**src/hdl/scpc_pkg.sv**
```systemverilog
package scpc_pkg;

    // Field widths
    localparam int RANGE_W = 16;
    localparam int BEAM_W  = 12;
    localparam int ANGLE_W = 16;
    localparam int CFG_W   = 16;
    localparam int IDX_W   = 3;
    localparam int OUT_W   = 17;

    // Datapath widths: x/y in Q16 with headroom for CORDIC gain, z in 2pi/2^32 units
    localparam int XY_W = 36;
    localparam int Z_W  = 34;

    // 1/K in Q32
    localparam logic [31:0] INV_GAIN_Q32 = 32'h9B74EDA8;
    localparam int          OUT_LIMIT    = 65535;

    // Parameter defaults
    localparam int DEF_BEAM_COUNT      = 4096;
    localparam int DEF_ROTATION_STAGES = 16;
    localparam int MAX_STAGES          = 24;

    // atan(2^-i) in units of 2pi/2^32
    localparam logic [31:0] ATAN_TABLE [0:MAX_STAGES-1] = '{
        32'h20000000, 32'h12E4051E, 32'h09FB385B, 32'h051111D4,
        32'h028B0D43, 32'h0145D7E1, 32'h00A2F61E, 32'h00517C55,
        32'h0028BE53, 32'h00145F2F, 32'h000A2F98, 32'h000517CC,
        32'h00028BE6, 32'h000145F3, 32'h0000A2FA, 32'h0000517D,
        32'h000028BE, 32'h0000145F, 32'h00000A30, 32'h00000518,
        32'h0000028C, 32'h00000146, 32'h000000A3, 32'h00000051
    };

    // Register indexes
    typedef enum logic [IDX_W-1:0] {
        CFG_MIN_RANGE   = 3'd0,
        CFG_MAX_RANGE   = 3'd1,
        CFG_START_ANGLE = 3'd2,
        CFG_ANGLE_STEP  = 3'd3
    } t_cfg_idx;

    // One beat in flight through the rotation stages
    typedef struct packed {
        logic signed [XY_W-1:0] x;
        logic signed [XY_W-1:0] y;
        logic signed [Z_W-1:0]  z;
        logic [BEAM_W-1:0]      beam;
    } t_pipe;

endpackage

```
**src/hdl/scpc_cordic_stage.sv**
```systemverilog
module scpc_cordic_stage #(
    parameter int STAGE = 0
) (
    input  logic            i_clk,
    input  logic            i_rst_n,
    input  logic            i_en,
    input  logic            i_valid,
    input  scpc_pkg::t_pipe i_data,
    output logic            o_valid,
    output scpc_pkg::t_pipe o_data
);

    // One micro-rotation: direction from the sign of the residual angle
    logic signed [scpc_pkg::XY_W-1:0] xs;
    logic signed [scpc_pkg::XY_W-1:0] ys;
    logic signed [scpc_pkg::Z_W-1:0]  step;
    scpc_pkg::t_pipe n_data;

    assign xs   = i_data.x >>> STAGE;
    assign ys   = i_data.y >>> STAGE;
    assign step = signed'({{(scpc_pkg::Z_W-32){1'b0}}, scpc_pkg::ATAN_TABLE[STAGE]});

    always_comb begin
        n_data.beam = i_data.beam;
        if (!i_data.z[scpc_pkg::Z_W-1]) begin
            n_data.x = i_data.x - ys;
            n_data.y = i_data.y + xs;
            n_data.z = i_data.z - step;
        end else begin
            n_data.x = i_data.x + ys;
            n_data.y = i_data.y - xs;
            n_data.z = i_data.z + step;
        end
    end

    logic            r_valid;
    scpc_pkg::t_pipe r_data;

    always_ff @(posedge i_clk) begin
        if (!i_rst_n) begin
            r_valid <= 1'b0;
        end else if (i_en) begin
            r_valid <= i_valid;
        end
    end

    always_ff @(posedge i_clk) begin
        if (i_en) begin
            r_data <= n_data;
        end
    end

    assign o_valid = r_valid;
    assign o_data  = r_data;

endmodule

```
**config.mk**
```make
export PLATFORM = sky130hd
export DESIGN_NAME = scpc_cordic_stage
export DESIGN_NICKNAME = d
export VERILOG_FILES = /design/src/hdl/scpc_pkg.sv /design/src/hdl/scpc_cordic_stage.sv
export SDC_FILE = /design/constraint.sdc
export NUM_CORES = 1
export LEC_CHECK = 0
export BUFFER_PORTS_ARGS = -buffer_cell sky130_fd_sc_hd__clkbuf_2
export CORE_MARGIN = 4
export CORE_UTILIZATION = 50
export DETAILED_ROUTE_END_ITERATION = 8
export GPL_ROUTABILITY_DRIVEN = 0
export PLACE_DENSITY_LB_ADDON = 0.05
export SYNTH_ARGS = -nofsm -noshare
export SYNTH_HDL_FRONTEND = slang
export SYNTH_SLANG_ARGS = --single-unit
export TNS_END_PERCENT = 1
```
**constraint.sdc**
```tcl
create_clock -name i_clk -period 2.7 [get_ports i_clk]
set_clock_uncertainty 0.05 [all_clocks]
set_input_delay 0.135 -clock i_clk [delete_from_list [all_inputs] [get_ports i_clk]]
set_output_delay 0.135 -clock i_clk [all_outputs]
set_load 0.01 [all_outputs]
```
# [Yosys cells after proc, flatten, opt, wreduce, memory -nomap -nowiden]
# Index checks and enable logic that the tools add are counted.
[op_classes] mux=1 div_mod_pow=0 order_cmp=0 multipliers=0 bitwise=0 shifts=0 n_reduce_logical=0 add_sub_neg=5 n_eq_ne=0
[op_table] operator="$mux W106" count=1
[op_table] operator="$sub A36 B36 Y36" count=2
[op_table] operator="$add A36 B36 Y36" count=1
[op_table] operator="$add A34 B31 Y34 const B" count=1
[op_table] operator="$sub A34 B31 Y34 const B" count=1
[totals] latch_bits=0 input_bits=122 reg_bits=119 ramBits=0 mem_count=0 rom_bits=0

# [Longest topological paths before layout]
# Gate-level depths: netlist of the first run.
[depth] depth_word=2 mapped_depth=13 depth_no_buf=12

# [Worst setup path after synthesis of the first run]
# OpenSTA, ideal clock, no wires.
[synth_timing] kind="in2reg" start="input port i_data[46] (netlist name)" end="register r_data, in the netlist o_data[78] (data pin)" stages=11 setup_ps=258 t_required_ps=2392 path_buffers=0 setup_slack_ps=14 t_arrival_ps=2377 cell_sequence="ha_1 -> fa_1 -> nor2b_1 -> o21ai_1 -> a211oi_2 -> a211o_1 -> o22a_1 -> a221oi_2 -> o41a_1 -> o22ai_1 -> xnor2_1"
[synth_lines] item="start, declared" line="scpc_cordic_stage.sv:8" rtl="input scpc_pkg::t_pipe i_data,"
[synth_lines] item="end signal, assigned" line="scpc_cordic_stage.sv:49" rtl="r_data <= n_data;"
[synth_lines] item="end, declared" line="scpc_cordic_stage.sv:37" rtl="scpc_pkg::t_pipe r_data;"

==> results of run 1 <==
## per-stage QoR
step | hold WS (ps) | instances
finish | 28.43 | 1884
global route | 47.10 | 1884
floorplan | 183.9 | 1121
global placement | 261.8 | 1805
detailed placement | 263.6 | 1805
CTS | 24.29 | 1881
## area by class of cell
type / count / area, µm² / area share, %
diodes: 3 / 7.507 / 0.05282
clock buffers: 17 / 425.4 / 2.993
clock inverters: 15 / 181.4 / 1.276
inverters: 110 / 425.4 / 2.993
multi-input cells: 840 / 5898 / 41.50
flip-flops and latches: 118 / 3533 / 24.86
well taps: 265 / 331.6 / 2.333
repair buffers: 516 / 3411 / 24.00
## cells by family after synthesis
family,Yosys count,share of synthesized area [%]
multiplexers,15,1.506
adder cells (fa/ha/maj),112,14.24
XOR/XNOR,71,6.186
AND/OR/NAND/NOR,265,12.46
flip-flops,118,35.15
buffers and inverters,163,6.622
AO/OA/AOI/OAI,377,23.84
## state kept, by name, summed over array words and instances, names as in the netlist
name	flops
o_data	117
o_valid	1
## how the worst min path moves through the flow
stage,end,slack [ps],cells past startpoint,start
4_1_cts,o_data[42],20,2,i_data[42]
2_1_floorplan,o_data[0],180,0,i_data[0]
6_report,o_data[42],30,2,i_data[42]
5_1_grt,o_data[42],50,2,i_data[42]
3_5_place_dp,o_data[19],260,1,i_data[19]
3_3_place_gp,o_data[29],260,1,i_data[29]
## power by group through the flow
stage / registers (mW) / clock network, mW / logic [mW]
2_1_floorplan: 2.59 / 0 / 1.22
6_report: 2.43 / 2.42 / 2.70
3_5_place_dp: 2.46 / 0 / 2.56
3_3_place_gp: 2.46 / 0 / 2.54
4_1_cts: 2.42 / 2.44 / 2.64
5_1_grt: 2.45 / 2.54 / 2.91
## Yosys cell counts (4+ instances only)
cell       instances
nand2_1           58
clkbuf_1          27
o21ai_0           76
mux2i_1           14
buf_2             17
xor2_1             7
o31ai_1           14
a31oi_1           10
o22ai_1            9
o21bai_1          22
a211o_1            6
o211ai_1           8
a2111oi_0          5
nand2b_1           8
nor2_1            95
edfxtp_1         117
nand3_1           17
nor2b_1           12
o21ai_1            6
nor4_1             7
inv_1            103
or3_1              5
xnor2_1           64
nor3_1            25
fa_1               4
buf_1              5
o21a_1             9
and2_1             5
nand4_1           17
a211oi_1          17
a21o_1            27
a21oi_1          133
ha_1             108
inv_2              4
## repair_timing
item | in CTS | in global routing
endpoints found under the setup margin | 0 | 15
hold buffers | 44 | 0
resized for setup | 0 | 9
hold endpoints to repair | 43 | 0
## critical path: cells and delay by family
family | cells | cell delay [ps]
AO/OA/AOI/OAI | 7 | 1590
adder cells (fa/ha/maj) | 1 | 380
AND/OR/NAND/NOR | 1 | 210
XOR/XNOR | 1 | 110
buffers and inverters | 3 | 330
## per-layer routing
layer | vias up | part of all wire [%] | global-route usage [%]
met4 | 0 | 3.7 | 12.90
met1 | 4854 | 40 | 38.30
met5 | - | 0 | 0
met3 | 103 | 9.3 | 6.602
li1 | 5001 | - | -
met2 | 575 | 47 | 51.43
==> flow_summary.ini, run 1 <==
[worst_setup_path]
path_class = in -> reg
critPathCaptureType = register
ff2ff_path_depth = 3
r2r_end = o_valid
cp_max_fo = 7
reg2reg_from = o_valid
worstSetupStartpointType = input pin
arrival_ps = 2760
cp-endpoint = o_data[78]
crit_start = i_data[48]
r2r_slack_ps = 1420
slowest_stage = o41a_1
cp.required_ps = 2820
max_stage_delay_ps = 410
path_cells = clkbuf_2, inv_1, ha_1, buf_4, nor2b_1, o21ai_2, a211oi_4, a211o_1, o22a_1, a221oi_2, o41a_1, o22ai_1, xnor2_1

[timing]
setup_viol = 0
fin_ws_ps = 56.78
fin_tns_setup_ps = 0
rsz0062_at_grt = yes
tightest_slew_ps = 703.5
fmax_mhz = 378.3
relSlewSlack_pct = 53.10
timing.final.max_slew_violations = 0
fin_crit_ps = 2643
period_share_pct = 97.90
hold_viol = 0

[layout]
design_area_um2 = 14210
final_common_cell = clkbuf_2
post-route-util_pct = 72.56
fillers = 1565
nNetsFinal = 1837
area_growth_pct = 41.40
final_cell_mix = clkbuf_2, buf_4, a21oi_1
final_layout_size_suffix_gt1_share_pct = 33.42

[route]
wire_per_inst_um = 18.80
detail-route-antenna-nets = 0
drt-total-wl_um = 35420
drt-initial-drc-count = 968
drtPass1Iterations = 6
viasPerCell = 5.591
vias = 10530
drc = 0

[synthesis]
netlist.area_leader.share_pct = 34.95
synth_area_leaders = edfxtp_1, ha_1, a21oi_1
synth.cell_area_um2 = 10050
yosysSeqAreaShare_pct = 35.15
synth_cell_types = 75
synth-edff-count = 117
yosys_most_used_dff = edfxtp_1
synth_top_cell_by_area = edfxtp_1
synth.net_count = 1355
ys_warn_count = 0
avgSynthCellArea_um2 = 8.967
synth_seq_cells = 118
synthArstFlopShare_pct = 0
synthCells = 1121

[power]
peakVddDrop_mv = 0.4222
p_sw_share_pct = 34.38
p_per_area_nw_per_um2 = 530.9
total_power_mw = 7.546
seq_power_share_pct = 32.1
intPower_mw = 4.952
comb_power_share_pct = 35.8
switching_power_mw = 2.594
leakage_nw = 6.679
clock_power_share_pct = 32.1

[job]
max-cap-violations = 0

[placement]
io_buffers = 240
placed_area_um2 = 13110
dp_hpwl_um = 26850
pre_cts_ws_ps = -317.1

[grt]
grt_pass1_vias = 10400
grt_max_degree = 49
antenna_found_initial = 3
grt_usage_pct = 30.64
grt.overflow.total = 0
grt_pass1_wl_um = 53750

[clocking]
root_buffer = clkbuf_16
clk_latency_ps = 420
htreeDepth = 4
cts.sinks = 118
cts_buffers = 17
path_clk_slew_ps = 70
cts_tree = yes
cts_setup_buffers = 0
cts.path.max_buffers = 2

[die]
die_x_um = 149.8
die_h_um = 149.8
start_util_pct = 51.31
ioPinCount = 241
rows = 51
die-area_um2 = 22440
core_um2 = 19590

[status]
status = completed

[worst_hold_path]
min_path_type = in -> reg
Note: power is estimated with default switching activity, not from simulation.
==> run 2, diff against run 1 <==
--- a/config.mk
+++ b/config.mk
@@ -5,6 +5,7 @@
 export SDC_FILE = /design/constraint.sdc
 export NUM_CORES = 1
 export LEC_CHECK = 0
+export ABC_AREA = 1
 export BUFFER_PORTS_ARGS = -buffer_cell sky130_fd_sc_hd__clkbuf_2
 export CORE_MARGIN = 4
 export CORE_UTILIZATION = 50
==> flow_summary.ini, run 2 <==
[die]
rows = 55
die_h_um = 161.5
core_um2 = 22920
die_x_um = 161.5
start_util_pct = 51.41
die-area_um2 = 26080
ioPinCount = 241

[grt]
use_met1_pct = 41.15
grt.overflow.total = 0
top_usage_layer = met2
grt_pass1_wl_um = 60940
use_met3_pct = 5.359
grt_usage_pct = 29.53
antenna_found_initial = 1
grt_max_degree = 78
grt_pass1_vias = 11650
grtUsageMet2_pct = 45.99

[clocking]
root_buffer = clkbuf_16
htreeDepth = 4
cts.path.max_buffers = 2
cts_tree = yes
clk_latency_ps = 420
path_clk_slew_ps = 70
post_cts_resized = 0
cts_buffers = 17
cts.sinks = 118

[layout]
final_cell_mix = nand2_1, inv_1, clkbuf_2
seq_area_um2 = 3533
nNetsFinal = 2270
largest_reg_flops = 117
insertedDiodeCount = 0
final_common_cell = nand2_1
final_layout_size_suffix_gt1_share_pct = 16.84
fillers = 2170
area_growth_pct = 21.95
multiInputGateArea_um2 = 6800

[synthesis]
synth_seq_cells = 118
synthTopCellsByCount = nand2_1, inv_1, nand3_1, nor2_1, a21oi_1
synth.cell_area_um2 = 11780
ys_warn_count = 0
synthCells = 1753
netlist.area_leader.share_pct = 29.82
yosys_most_used_dff = edfxtp_1
synthArstFlopShare_pct = 0
yosysSeqAreaShare_pct = 29.99
synth_area_leaders = edfxtp_1, nand2_1, ha_1
synth-edff-count = 117
synth.net_count = 1987
synth_top_cell_by_area = edfxtp_1
avgSynthCellArea_um2 = 6.720
synthMostInstantiatedCell = nand2_1
synth_cell_types = 42

[power]
leakage_nw = 7.629
peakVddDrop_mv = 0.3266
p_per_area_nw_per_um2 = 511.8

[timing]
rsz0062_at_grt = no
fin_crit_ps = 2231
tightest_slew_ps = 795.7
fin_ws_ps = 469.1
timing.final.max_slew_violations = 0
setup_viol = 0
relSlewSlack_pct = 46.96
period_share_pct = 82.63
fmax_mhz = 448.2
hold_viol = 0
fin_tns_setup_ps = 0

[route]
viasPerCell = 5.335
drc = 0
detail-route-antenna-nets = 0
drt-initial-drc-count = 1477
vias = 12600
wire_per_inst_um = 16.72
drtPass1Iterations = 5
drt-total-wl_um = 39480

[worst_setup_path]
reg2reg_from = o_valid
cp_max_fo = 4
critPathCaptureType = register
path_class = in -> reg
r2r_end = o_valid
arrival_ps = 2360
worstSetupStartpointType = input pin
ff2ff_path_depth = 3
cp.required_ps = 2830
r2r_slack_ps = 1420

[worst_hold_path]
min_from = i_data[42]
hold_depth = 2
min_path_type = in -> reg
worstHoldEndpoint = o_data[42]

[status]
status = completed

[placement]
pre_cts_ws_ps = 131.6
io_buffers = 240
dp_hpwl_um = 31950

[job]
max-cap-violations = 0
-- run 2: where the power goes --
part / internal [mW] / total [mW] / leakage (nW) / switching [mW]
combinational: 0.850 / 2.50 / 6.18 / 1.65
clock: 1.56 / 2.48 / 0.301 / 0.922
sequential: 2.30 / 2.37 / 1.15 / 0.0740
-- run 2: cells by family after synthesis --
kind of cell               Yosys count  share of synthesized area, %
AOI/OAI and AO/OA                  241                         11.08
xor gates and xnor gates            32                         2.379
adders and majority gates          112                         12.15
buffers and inverters              346                         12.28
DFF                                118                         29.99
and+or+nand+nor                    904                         32.12
-- run 2: how the worst max path moves through the flow --
stage	from	end	slack [ps]	depth (start not counted)
floorplan	i_data[46]	o_data[78]	820	13
global placement	i_data[82]	o_data[106]	140	14
detailed placement	i_data[82]	o_data[106]	130	14
CTS	i_data[82]	o_data[106]	570	14
global route	i_data[53]	o_data[116]	270	15
finish	i_data[82]	o_data[106]	470	14
-- run 2: timing repair --
item | CTS | global route
endpoints found under the hold margin | 43 | 0
hold buffers | 44 | 0
buffers inserted | 0 | 0
endpoints found under the setup margin | 0 | 0
-- run 2: cell type report --
type / instances / area share, %
inverter: 298 / 7.786
timing repair buffer: 312 / 13.17
multi-input combinational: 1289 / 47.33
tap: 313 / 2.726
clock buffer: 18 / 2.987
clock inverter: 14 / 1.402
sequential: 118 / 24.59
-- run 2: routing by layer --
metal,vias up,share of wire [%]
met2,778,42
li1,6139,-
met5,-,0.028
met1,5589,43
met4,2,3.5
met3,94,11
-- run 2: worst max-delay path, stage by stage --
cell and delay (ps):
clkbuf_2 110, inv_1 40, ha_1 200, fa_1 550
o21bai_1 420, nand2_1 120, nand2_1 130, nand2_1 100
nand2_1 190, nand2_1 100, nand2_1 70, nand2_1 40
nand3_1 70, nand2_1 70
-- run 2: through the flow --
stage	util [%]	hold WS [ps]	total power, mW	std cells	cell area, µm²
floorplan	-	178.5	3.912	1753	11780
detailed placement	58.02	263.7	4.795	2286	13300
CTS	62.69	25.19	7.339	2362	14370
finish	62.69	38.40	7.352	2362	14370
global route	62.69	69.86	7.745	2362	14370
global placement	58.02	262.2	4.770	2286	13300
