## src/hdl/scpc_pkg.sv

```systemverilog
package scpc_pkg;

    // Field widths
    localparam int RANGE_W = 16;
    localparam int BEAM_W  = 12;
    localparam int ANGLE_W = 16;
    localparam int CFG_W   = 16;
    localparam int IDX_W   = 3;
    localparam int OUT_W   = 17;

    // Datapath widths: x/y in Q16 with headroom for CORDIC gain, z in 2pi/2^32 units
    localparam int XY_W = 36;
    localparam int Z_W  = 34;

    // 1/K in Q32
    localparam logic [31:0] INV_GAIN_Q32 = 32'h9B74EDA8;
    localparam int          OUT_LIMIT    = 65535;

    // Parameter defaults
    localparam int DEF_BEAM_COUNT      = 4096;
    localparam int DEF_ROTATION_STAGES = 16;
    localparam int MAX_STAGES          = 24;

    // atan(2^-i) in units of 2pi/2^32
    localparam logic [31:0] ATAN_TABLE [0:MAX_STAGES-1] = '{
        32'h20000000, 32'h12E4051E, 32'h09FB385B, 32'h051111D4,
        32'h028B0D43, 32'h0145D7E1, 32'h00A2F61E, 32'h00517C55,
        32'h0028BE53, 32'h00145F2F, 32'h000A2F98, 32'h000517CC,
        32'h00028BE6, 32'h000145F3, 32'h0000A2FA, 32'h0000517D,
        32'h000028BE, 32'h0000145F, 32'h00000A30, 32'h00000518,
        32'h0000028C, 32'h00000146, 32'h000000A3, 32'h00000051
    };

    // Register indexes
    typedef enum logic [IDX_W-1:0] {
        CFG_MIN_RANGE   = 3'd0,
        CFG_MAX_RANGE   = 3'd1,
        CFG_START_ANGLE = 3'd2,
        CFG_ANGLE_STEP  = 3'd3
    } t_cfg_idx;

    // One beat in flight through the rotation stages
    typedef struct packed {
        logic signed [XY_W-1:0] x;
        logic signed [XY_W-1:0] y;
        logic signed [Z_W-1:0]  z;
        logic [BEAM_W-1:0]      beam;
    } t_pipe;

endpackage

```

## src/hdl/scpc_out.sv

```systemverilog
module scpc_out (
    input  logic                              i_clk,
    input  logic                              i_rst_n,
    input  logic                              i_valid,
    input  scpc_pkg::t_pipe                   i_data,
    input  logic                              i_ready,
    output logic                              o_en,
    output logic                              o_valid,
    output logic signed [scpc_pkg::OUT_W-1:0] o_point_x,
    output logic signed [scpc_pkg::OUT_W-1:0] o_point_y,
    output logic [scpc_pkg::BEAM_W-1:0]       o_point_beam
);

    // Round Q16 to mm and clamp to the symmetric output range
    function automatic logic signed [scpc_pkg::OUT_W-1:0] finish(
        input logic signed [scpc_pkg::XY_W-1:0] v
    );
        logic signed [scpc_pkg::XY_W-1:0] sum;
        logic signed [scpc_pkg::XY_W-17:0] mm;
        logic signed [scpc_pkg::OUT_W-1:0] res;
        sum = v + scpc_pkg::XY_W'(32768);
        mm  = sum[scpc_pkg::XY_W-1:16];
        if (mm > (scpc_pkg::XY_W-16)'(scpc_pkg::OUT_LIMIT)) begin
            res = scpc_pkg::OUT_W'(scpc_pkg::OUT_LIMIT);
        end else if (mm < -((scpc_pkg::XY_W-16)'(scpc_pkg::OUT_LIMIT))) begin
            res = -(scpc_pkg::OUT_W'(scpc_pkg::OUT_LIMIT));
        end else begin
            res = mm[scpc_pkg::OUT_W-1:0];
        end
        return res;
    endfunction

    logic signed [scpc_pkg::OUT_W-1:0] fin_x;
    logic signed [scpc_pkg::OUT_W-1:0] fin_y;

    assign fin_x = finish(i_data.x);
    assign fin_y = finish(i_data.y);

    // Output register plus one skid entry; the pipe runs while the skid is empty
    logic                              r_out_valid;
    logic signed [scpc_pkg::OUT_W-1:0] r_out_x;
    logic signed [scpc_pkg::OUT_W-1:0] r_out_y;
    logic [scpc_pkg::BEAM_W-1:0]       r_out_beam;
    logic                              r_skid_valid;
    logic signed [scpc_pkg::OUT_W-1:0] r_skid_x;
    logic signed [scpc_pkg::OUT_W-1:0] r_skid_y;
    logic [scpc_pkg::BEAM_W-1:0]       r_skid_beam;
    logic                              out_free;

    assign o_en     = !r_skid_valid;
    assign out_free = !r_out_valid || i_ready;

    always_ff @(posedge i_clk) begin
        if (!i_rst_n) begin
            r_out_valid  <= 1'b0;
            r_skid_valid <= 1'b0;
        end else if (out_free) begin
            if (r_skid_valid) begin
                r_out_valid  <= 1'b1;
                r_skid_valid <= 1'b0;
            end else begin
                r_out_valid  <= i_valid;
            end
        end else if (!r_skid_valid && i_valid) begin
            r_skid_valid <= 1'b1;
        end
    end

    always_ff @(posedge i_clk) begin
        if (out_free) begin
            if (r_skid_valid) begin
                r_out_x    <= r_skid_x;
                r_out_y    <= r_skid_y;
                r_out_beam <= r_skid_beam;
            end else begin
                r_out_x    <= fin_x;
                r_out_y    <= fin_y;
                r_out_beam <= i_data.beam;
            end
        end else if (!r_skid_valid) begin
            r_skid_x    <= fin_x;
            r_skid_y    <= fin_y;
            r_skid_beam <= i_data.beam;
        end
    end

    assign o_valid      = r_out_valid;
    assign o_point_x    = r_out_x;
    assign o_point_y    = r_out_y;
    assign o_point_beam = r_out_beam;

endmodule

```

## config.mk

```make
export PLATFORM = sky130hd
export DESIGN_NAME = scpc_out
export DESIGN_NICKNAME = d
export VERILOG_FILES = /design/src/hdl/scpc_pkg.sv /design/src/hdl/scpc_out.sv
export SDC_FILE = /design/constraint.sdc
export NUM_CORES = 1
export LEC_CHECK = 0
export BUFFER_PORTS_ARGS = -buffer_cell sky130_fd_sc_hd__buf_2
export CAP_MARGIN = 20
export CORE_UTILIZATION = 35
export CTS_BUF_LIST = sky130_fd_sc_hd__clkbuf_8
export DETAILED_ROUTE_END_ITERATION = 8
export GPL_TIMING_DRIVEN = 0
export PLACE_DENSITY = 0.7
export SYNTH_ARGS = -nofsm -noshare
export SYNTH_HDL_FRONTEND = slang
export SYNTH_SLANG_ARGS = --single-unit
```

## constraint.sdc

```tcl
create_clock -name i_clk -period 5.43 [get_ports i_clk]
set_input_delay 0.543 -clock i_clk [delete_from_list [all_inputs] [get_ports i_clk]]
set_output_delay 0.543 -clock i_clk [all_outputs]
set_load 0.01 [all_outputs]
```

* Word-level counts from Yosys, hierarchy flattened *
Index checks and enable logic that the tools add are counted.

operators by class
  add/sub/neg operators = 2
  magnitude comparators = 4
  muxes and demuxes = 8
  bitwise operators = 1
  reductions and logical operators = 5

operator list
  cell                                                                                number
  17-bit 2-to-1 mux                                                                   6
  36-bit by 17-bit adder with 36-bit output (second input constant)                   2
  20-bit by 17-bit greater-than comparator with 1-bit output (second input constant)  2
  20-bit by 17-bit < comparator with 1-bit output (second input constant)             2
  12-bit 2-to-1 mux                                                                   1
  1-bit zero test                                                                     2
  2-bit OR reduction                                                                  1
  1-bit logical AND                                                                   1
  1-bit logical OR                                                                    1
  1-bit 2-to-1 mux                                                                    1
  1-bit inverter                                                                      1

word-level totals
  flip-flop bits (word level) = 94
  bits of input ports = 122
  output and inout port bits = 48
  logic and storage cells = 28

* Longest topological paths before layout *
Gate-level depths: netlist (run 1).

  depth in word-level cells = 5
  gate-level depth with buffers = 9
  gate-level depth less buffers = 7

* Worst setup path before layout (run 1) *
No wires, ideal clock.

  kind = input to register
  start = input port i_ready
  end = register r_out_beam (netlist bit o_point_beam[0]) (enable)
  arrival time = 4.239 ns
  data required time = 4.844 ns
  setup slack = 0.605 ns
  cell stages on the path = 2
  buffers on the path = 0
  cells stage by stage = nor2b_1 > inv_1

between the ends
  longest elaborated chain between the ends = 1

ends and longest elaborated chain
  what                  RTL line        source
  from (decl)           scpc_out.sv:6   input logic i_ready,
  1-bit logical OR      scpc_out.sv:51  assign out_free = !r_out_valid || i_ready;
  named net out_free    scpc_out.sv:48  logic out_free;
  to (signal assigned)  scpc_out.sv:74  r_out_beam <= r_skid_beam;
  to (signal assigned)  scpc_out.sv:78  r_out_beam <= i_data.beam;
  to (decl)             scpc_out.sv:43  logic [scpc_pkg::BEAM_W-1:0] r_out_beam;

The timed path passes the listed nets, and every way through them passes these cells.
A chain may end at the register's enable or synchronous reset.

* Worst setup path after layout (run 1) *
  start = input port i_data[62] (netlist name)
  end = register r_out_y (netlist bit o_point_y[0]) (data pin)

between the ends
  longest elaborated chain between the ends = 5
  elaborated cells between the ends (all ways) = 6
  classes of those cells = add/sub: 1; order compare: 2; mux: 3

ends and longest elaborated chain
  what                                             RTL line        source
  from (decl)                                      scpc_out.sv:5   input scpc_pkg::t_pipe i_data,
  36-bit by 17-bit adder with 36-bit output (*)    scpc_out.sv:21  sum = v + scpc_pkg::XY_W'(32768);
  20-bit by 17-bit < comparator with 1-bit output  scpc_out.sv:25  end else if (mm < -((scpc_pkg::XY_W-16)'(scpc_pkg::OUT_LIMIT))) begin
  17-bit 2-to-1 mux                                scpc_out.sv:25
  17-bit 2-to-1 mux (*)                            scpc_out.sv:23  if (mm > (scpc_pkg::XY_W-16)'(scpc_pkg::OUT_LIMIT)) begin
  17-bit 2-to-1 mux (*)                            scpc_out.sv:71  if (r_skid_valid) begin
  to (signal assigned)                             scpc_out.sv:73  r_out_y <= r_skid_y;
  to (signal assigned)                             scpc_out.sv:77  r_out_y <= fin_y;
  to (decl)                                        scpc_out.sv:42  logic signed [scpc_pkg::OUT_W-1:0] r_out_y;

Mark *: on every way between the ends. The rest lies on a longest branch, timed or not.

==> results of run 1 <==
[layout make-up]
cell class	count	area (um2)
inverters	9	33.8
clock inverters	7	67.6
clock buffers	9	124
well taps	180	225
repair buffers	96	510
multi-input cells	293	2050
fillers	1356	8000
flip-flops and latches	94	2800
plain buffers	28	171
[registers in the layout (all words and copies together) (netlist names)]
register	cells
o_valid	1
o_point_beam	12
o_point_y	17
r_skid_valid	1
o_point_x	17
r_skid_beam	12
r_skid_x	17
r_skid_y	17
[worst max-delay path by stage]
stage / end / start / depth (start not counted) / slack [ns]
after floorplan: o_point_beam[0] / i_ready / 2 / 0.61
after global placement: o_point_beam[11] / i_ready / 3 / -2.04
after detailed placement: o_point_y[0] / i_data[62] / 8 / 2.47
after CTS: o_point_y[0] / i_data[62] / 8 / 2.83
after global routing: o_point_y[0] / i_data[62] / 8 / 2.66
final: o_point_y[0] / i_data[62] / 8 / 2.78
[power by group through the flow]
stage	registers (mW)	clock network, mW	logic, mW
floorplan	0.912	0	0.116
global placement	0.894	0	0.229
detailed placement	0.893	0	0.240
CTS	0.877	0.461	0.241
global route	0.880	0.484	0.263
finish	0.875	0.449	0.239
[metrics by stage]
stage	setup TNS, ns	util	hold slack, ns
after global placement	-95.45	0.411	0.545
after floorplan	0	-	0.527
after global routing	0	0.428	0.414
after CTS	0	0.428	0.407
after detailed placement	0	0.414	0.554
final	0	0.428	0.431
[cell usage after synthesis, types with 2 or more instances]
cell        n  area share
mux2_2     15       0.033
nor2b_1     2      0.0025
and3_1      6      0.0074
a211oi_1    3      0.0045
o21ai_0    20       0.020
o31a_1      2      0.0035
a31oi_1    23       0.028
xor2_1     20       0.035
nor2_1     37       0.027
nand3_1    19       0.019
nor4_4      2      0.0084
mux2i_1     3      0.0059
nand4_1    14       0.017
a21oi_1     5      0.0049
nand4_4     2      0.0084
a32oi_1     4      0.0069
ha_1        2      0.0049
edfxtp_1   92        0.55
buf_4       2      0.0030
dfxtp_1     2      0.0079
clkbuf_1    9      0.0067
a2111oi_2   2      0.0059
buf_2      10      0.0099
xnor2_1    12       0.021
or3_1       5      0.0062
nand2_1    22       0.016
nand3_2     2      0.0040
nor3_1      8      0.0079
a2111oi_0   3      0.0052
and4_1      2      0.0035
a2bb2oi_1   9       0.016
a21oi_2     4      0.0069
inv_1       9      0.0067
or4_1       2      0.0030
nor4_1      8      0.0099
o21ai_1     7      0.0069
buf_6       6       0.013
[routing by layer]
metal  vias up  track usage  part of all wire
li1       1860            -                 -
met1      1852        0.190              0.43
met2       129        0.268              0.50
met3        17       0.0370             0.055
met4         0       0.0480             0.013
met5         -            0                 0
[kinds of logic after synthesis]
| group | after synthesis | share of synthesized area |
|---|---|---|
| AO/OA/AOI/OAI | 97 | 0.140 |
| XOR/XNOR | 32 | 0.0554 |
| adder cells (fa/ha/maj) | 2 | 0.00495 |
| buffers and inverters | 37 | 0.0406 |
| flip-flops | 94 | 0.554 |
| multiplexers | 18 | 0.0394 |
| AND/OR/NAND/NOR | 144 | 0.165 |
==> flow_summary.yaml, run 1 <==
yosys:
  synth_fp_nets: 548
  netlist_instances: 424
  ys_warn_count: 0
  ys_ff_latch: 94
  async_reset_ff_frac: 0
  synth_area_mm2: 0.00505
  synthDistinctLibCells: 66
  ys.flop_type: "edfxtp_1"
  avgSynthCellArea_um2: 11.9
  yosysSeqAreaShare: 0.554
  synth-edff-count: 92
timing:
  min_period_ns: 2.65
  skew_ns: 0.00900
  layout_setup_ws_ns: 2.78
  relSlewSlack: 0.506
  max_freq_mhz: 378
  worstMarginPinSlew_ns: 0.739
  setup_viol: 0
  finalMaxSlewViolations: 0
  final-hold-violation-count: 0
  grt_setup_unrepaired: "no"
  period_share: 0.488
pwr:
  peakVddDrop_uv: 152
  seqPwrFrac: 0.560
  p_switching_uw: 398
  p_int_mw: 1.16
  leakage_nw: 2.16
  p_sw_frac: 0.255
  power.density_mw_per_mm2: 261
  p_total_mw: 1.56
  p_clk_frac: 0.287
  power_frac_comb: 0.153
placement:
  dp_slack_ns: 2.47
  dp_hpwl_um: 8570
  place_area_mm2: 0.00580
  gp_congestion: 0.881
  placed_cells: 700
  io_buffers: 94
setup_path:
  critPathLaunchType: "input port"
  crit_type: "input port to register"
  path_common_cell: "nand4_1"
  worstReg2RegEnd: "o_point_beam[3]"
  cp_max_fo: 9
  worstRegToRegCells: 4
  cpLargestDelayFamily: "simple AND/OR/NAND/NOR gates"
  cp.arrival_ns: 2.81
  slowest_delay_ns: 0.44
  crit_slowest_cell: "nor4_1"
  cp_num_buf_inv: 1
  reg2reg_from: "o_valid"
  regToRegSetupSlack_ns: 3.53
  required_ns: 5.59
  path_cells: "buf_2 -> ha_1 -> nand4_1 -> nor4_1 -> xor2_1 -> a2111oi_2 -> nand4_1 -> a211oi_1"
  end_kind: "register"
floorplanning:
  ioPinCount: 170
  core_mm2: 0.0140
  num_rows: 43
  die_h_um: 122
  start_util: 0.361
  dieArea_mm2: 0.0149
  die_width_um: 122
clocking:
  cts_tree: "done"
  clkLatencyLatePin_ns: 0.36
  cts_resized: 0
  h-tree-depth: 3
  cts_hold_buf: 0
  cts.sinks: 94
  cts_buffers: 9
  cts_setup_buffers: 0
  cts.root.buffer_cell: "clkbuf_8"
  clock_path_buffers: 2
  clk_pin_slew_ns: 0.09
global_routing:
  antenna_found_initial: 0
  grt_pass1_wl_um: 17900
  grt_max_degree: 42
  track_usage: 0.155
  grt_pass1_vias: 3715
  grt-ovfl-total: 0
min_path:
  hold_depth: 2
  hold_class: "input port to register"
  hp-start: "i_rst_n"
  hold_path_end: "o_valid"
outcome:
  status: "finished, final reports clean"
drt:
  wl_per_cell_um: 16.0
  vias_per_cell: 5.39
  drt_first_iter_violations: 345
  vias: 3858
  postRouteAntennaNets: 0
  first_pass_iters: 4
  drc: 0
  wirelength_um: 11500
layout:
  final_cells: 716
  fin_area_mm2: 0.00599
  final_cell_mix: "buf_2, edfxtp_1, nor2_1, a31oi_1, nand2_1"
  antenna_cells: 0
  synthToLayoutAreaGrowth_pct: 18.5
  layout-drive-gt1-share: 0.315
  layout_commonest_cell: "buf_2"
  layout.nets: 655
flow_run:
  drv_cap: 0
Power figures use the tool's default switching activity.
==> run 2, diff against run 1 <==
Settings changed: PLACE_DENSITY 0.7 to 0.72.
Clock period 5.43 ns to 2.2 ns, I/O delays scaled along.
==> run 2 against run 1 <==
Compared with the run above:
- sequential share of layout area decreased by 0.45 points
- final cell count increased by 0.56%
- non-clock buffer count increased by 4
- clock skew increased by 0.0056 ns
- flip-flop and latch count unchanged
- clock-buffer cell count unchanged
- setup slack got worse by 2.7 ns
- wire length increased by 5.2%
- die area unchanged
- utilization increased by 0.42 points
- critical path type unchanged
- highest routed layer unchanged
==> flow_summary.yaml, run 2 (synthesis results as in run 1) <==
pwr:
  power_frac_comb: 0.156
  seqPwrFrac: 0.561
  p_sw_frac: 0.274
  power.density_mw_per_mm2: 637
  p_switching_mw: 1.06
  p_total_mw: 3.85
  peakVddDrop_uv: 292
  leakage_nw: 2.19
  p_int_mw: 2.80
  p_clk_frac: 0.283
floorplanning:
  num_rows: 43
  core_mm2: 0.0140
  dieArea_mm2: 0.0149
  die_h_um: 122
  start_util: 0.361
  die_width_um: 122
  ioPinCount: 170
layout:
  layout.nets: 659
  layout_commonest_cell: "buf_2"
  n_fill_cell: 1360
  antenna_cells: 0
  synthToLayoutAreaGrowth_pct: 19.7
  layout-drive-gt1-share: 0.333
  final_cell_mix: "buf_2, edfxtp_1, nor2_1, a31oi_1, nand2_1"
drt:
  vias: 3902
  drc: 0
  first_pass_iters: 4
  drt_first_iter_violations: 229
  vias_per_cell: 5.42
  postRouteAntennaNets: 0
  wirelength_um: 12100
  wl_per_cell_um: 16.8
clocking:
  clock_path_buffers: 2
  cts_tree: "done"
  cts.root.buffer_cell: "clkbuf_8"
  cts_buffers: 9
  cts_hold_buf: 0
  h-tree-depth: 3
  clk_pin_slew_ns: 0.10
  clkLatencyLatePin_ns: 0.37
  cts.sinks: 94
global_routing:
  track_usage: 0.168
  grt_pass1_vias: 3938
  antenna_found_initial: 0
  grt_pass1_wl_um: 19300
  grt_max_degree: 43
  grt-ovfl-total: 0
timing:
  layout_setup_ws_ns: 0.0496
  setup_viol: 0
  final-hold-violation-count: 0
  skew_ns: 0.0146
  finalMaxSlewViolations: 0
  max_freq_mhz: 465
  relSlewSlack: 0.503
  min_period_ns: 2.15
  worstMarginPinSlew_ns: 0.743
  period_share: 0.977
setup_path:
  critPathLaunchType: "input port"
  end_kind: "register"
  worstRegToRegCells: 4
  crit_type: "input port to register"
  cp_max_fo: 6
  required_ns: 2.30
  cp.arrival_ns: 2.25
outcome:
  status: "finished, final reports clean"
min_path:
  hold_class: "input port to register"
  hold_depth: 2
flow_run:
  drv_cap: 0
placement:
  gp_congestion: 0.871
  dp_slack_ns: -0.484
  dp_hpwl_um: 8830
  io_buffers: 94
==> run 2: cell count changes in the layout (fill, tap and decap cells not counted), moves of 3 or more <==
cell | before | now
buf_4 | 2 | 7
clkinvlp_4 | 4 | 1
a2111oi_0 | 3 | 0
clkinv_4 | 0 | 3
==> run 2: worst paths after layout <==
check	start	to	slack (ns)
worst min-delay path	i_rst_n	o_valid	0.09
worst max-delay path	i_data[61]	o_point_y[0]	0.05
worst max register to register	o_valid	o_point_x[12]	0.30
worst min register to register	r_skid_beam[11]	r_skid_beam[11]	0.57
==> run 2: area by class of cell <==
cell class | count | area, um2 | area share
buffer | 27 | 168 | 0.0277
clock buffer | 9 | 124 | 0.0205
clock inverter | 7 | 65.1 | 0.0108
inverter | 9 | 33.8 | 0.00559
multi-input combinational | 293 | 2080 | 0.344
sequential | 94 | 2800 | 0.463
tap | 180 | 225 | 0.0372
timing repair buffer | 101 | 548 | 0.0906
==> run 2: routing by layer <==
metal  share of wire  vias to the layer above  track usage
met5               0                        -            0
met2            0.51                      126        0.294
met4           0.021                        0       0.0625
met1            0.42                     1886        0.198
met3           0.054                       23       0.0403
li1                -                     1867            -
==> run 2: metrics by stage <==
stage	TNS (ns)	cells	utilization	area, um2	hold WS, ns
6_report	0	720	0.432	6050	0.0853
3_3_place_gp	-64.91	698	0.412	5760	0.458
4_1_cts	0	717	0.429	6000	0.0608
2_1_floorplan	-14.77	424	-	5060	0.348
5_1_grt	-0.0547	720	0.432	6050	0.0662
3_5_place_dp	-11.44	700	0.414	5800	0.469
==> run 2: worst max-delay path: stages <==
cell       delay, ns
buf_2           0.14
ha_1            0.27
and4_1          0.22
buf_4           0.16
nor4b_1         0.26
o211a_1         0.22
a21oi_2         0.07
a2111oi_1       0.57
a211oi_2        0.12
==> run 2: power groups by stage <==
stage / Sequential [mW] / Clock (mW) / Combinational (mW)
floorplan: 2.25 / 0 / 0.287
global placement: 2.20 / 0 / 0.570
detailed placement: 2.21 / 0 / 0.594
global route: 2.18 / 1.19 / 0.662
finish: 2.16 / 1.09 / 0.600
CTS: 2.17 / 1.12 / 0.596
==> run 2: timing repair <==
item | 4_1_cts | 5_1_grt
gates cloned | 0 | 0
endpoints found under the hold margin | 0 | 0
endpoints found under the setup margin | 3 | 32
pin swaps | 1 | 2
buffers inserted | 2 | 3
resized for setup | 0 | 7
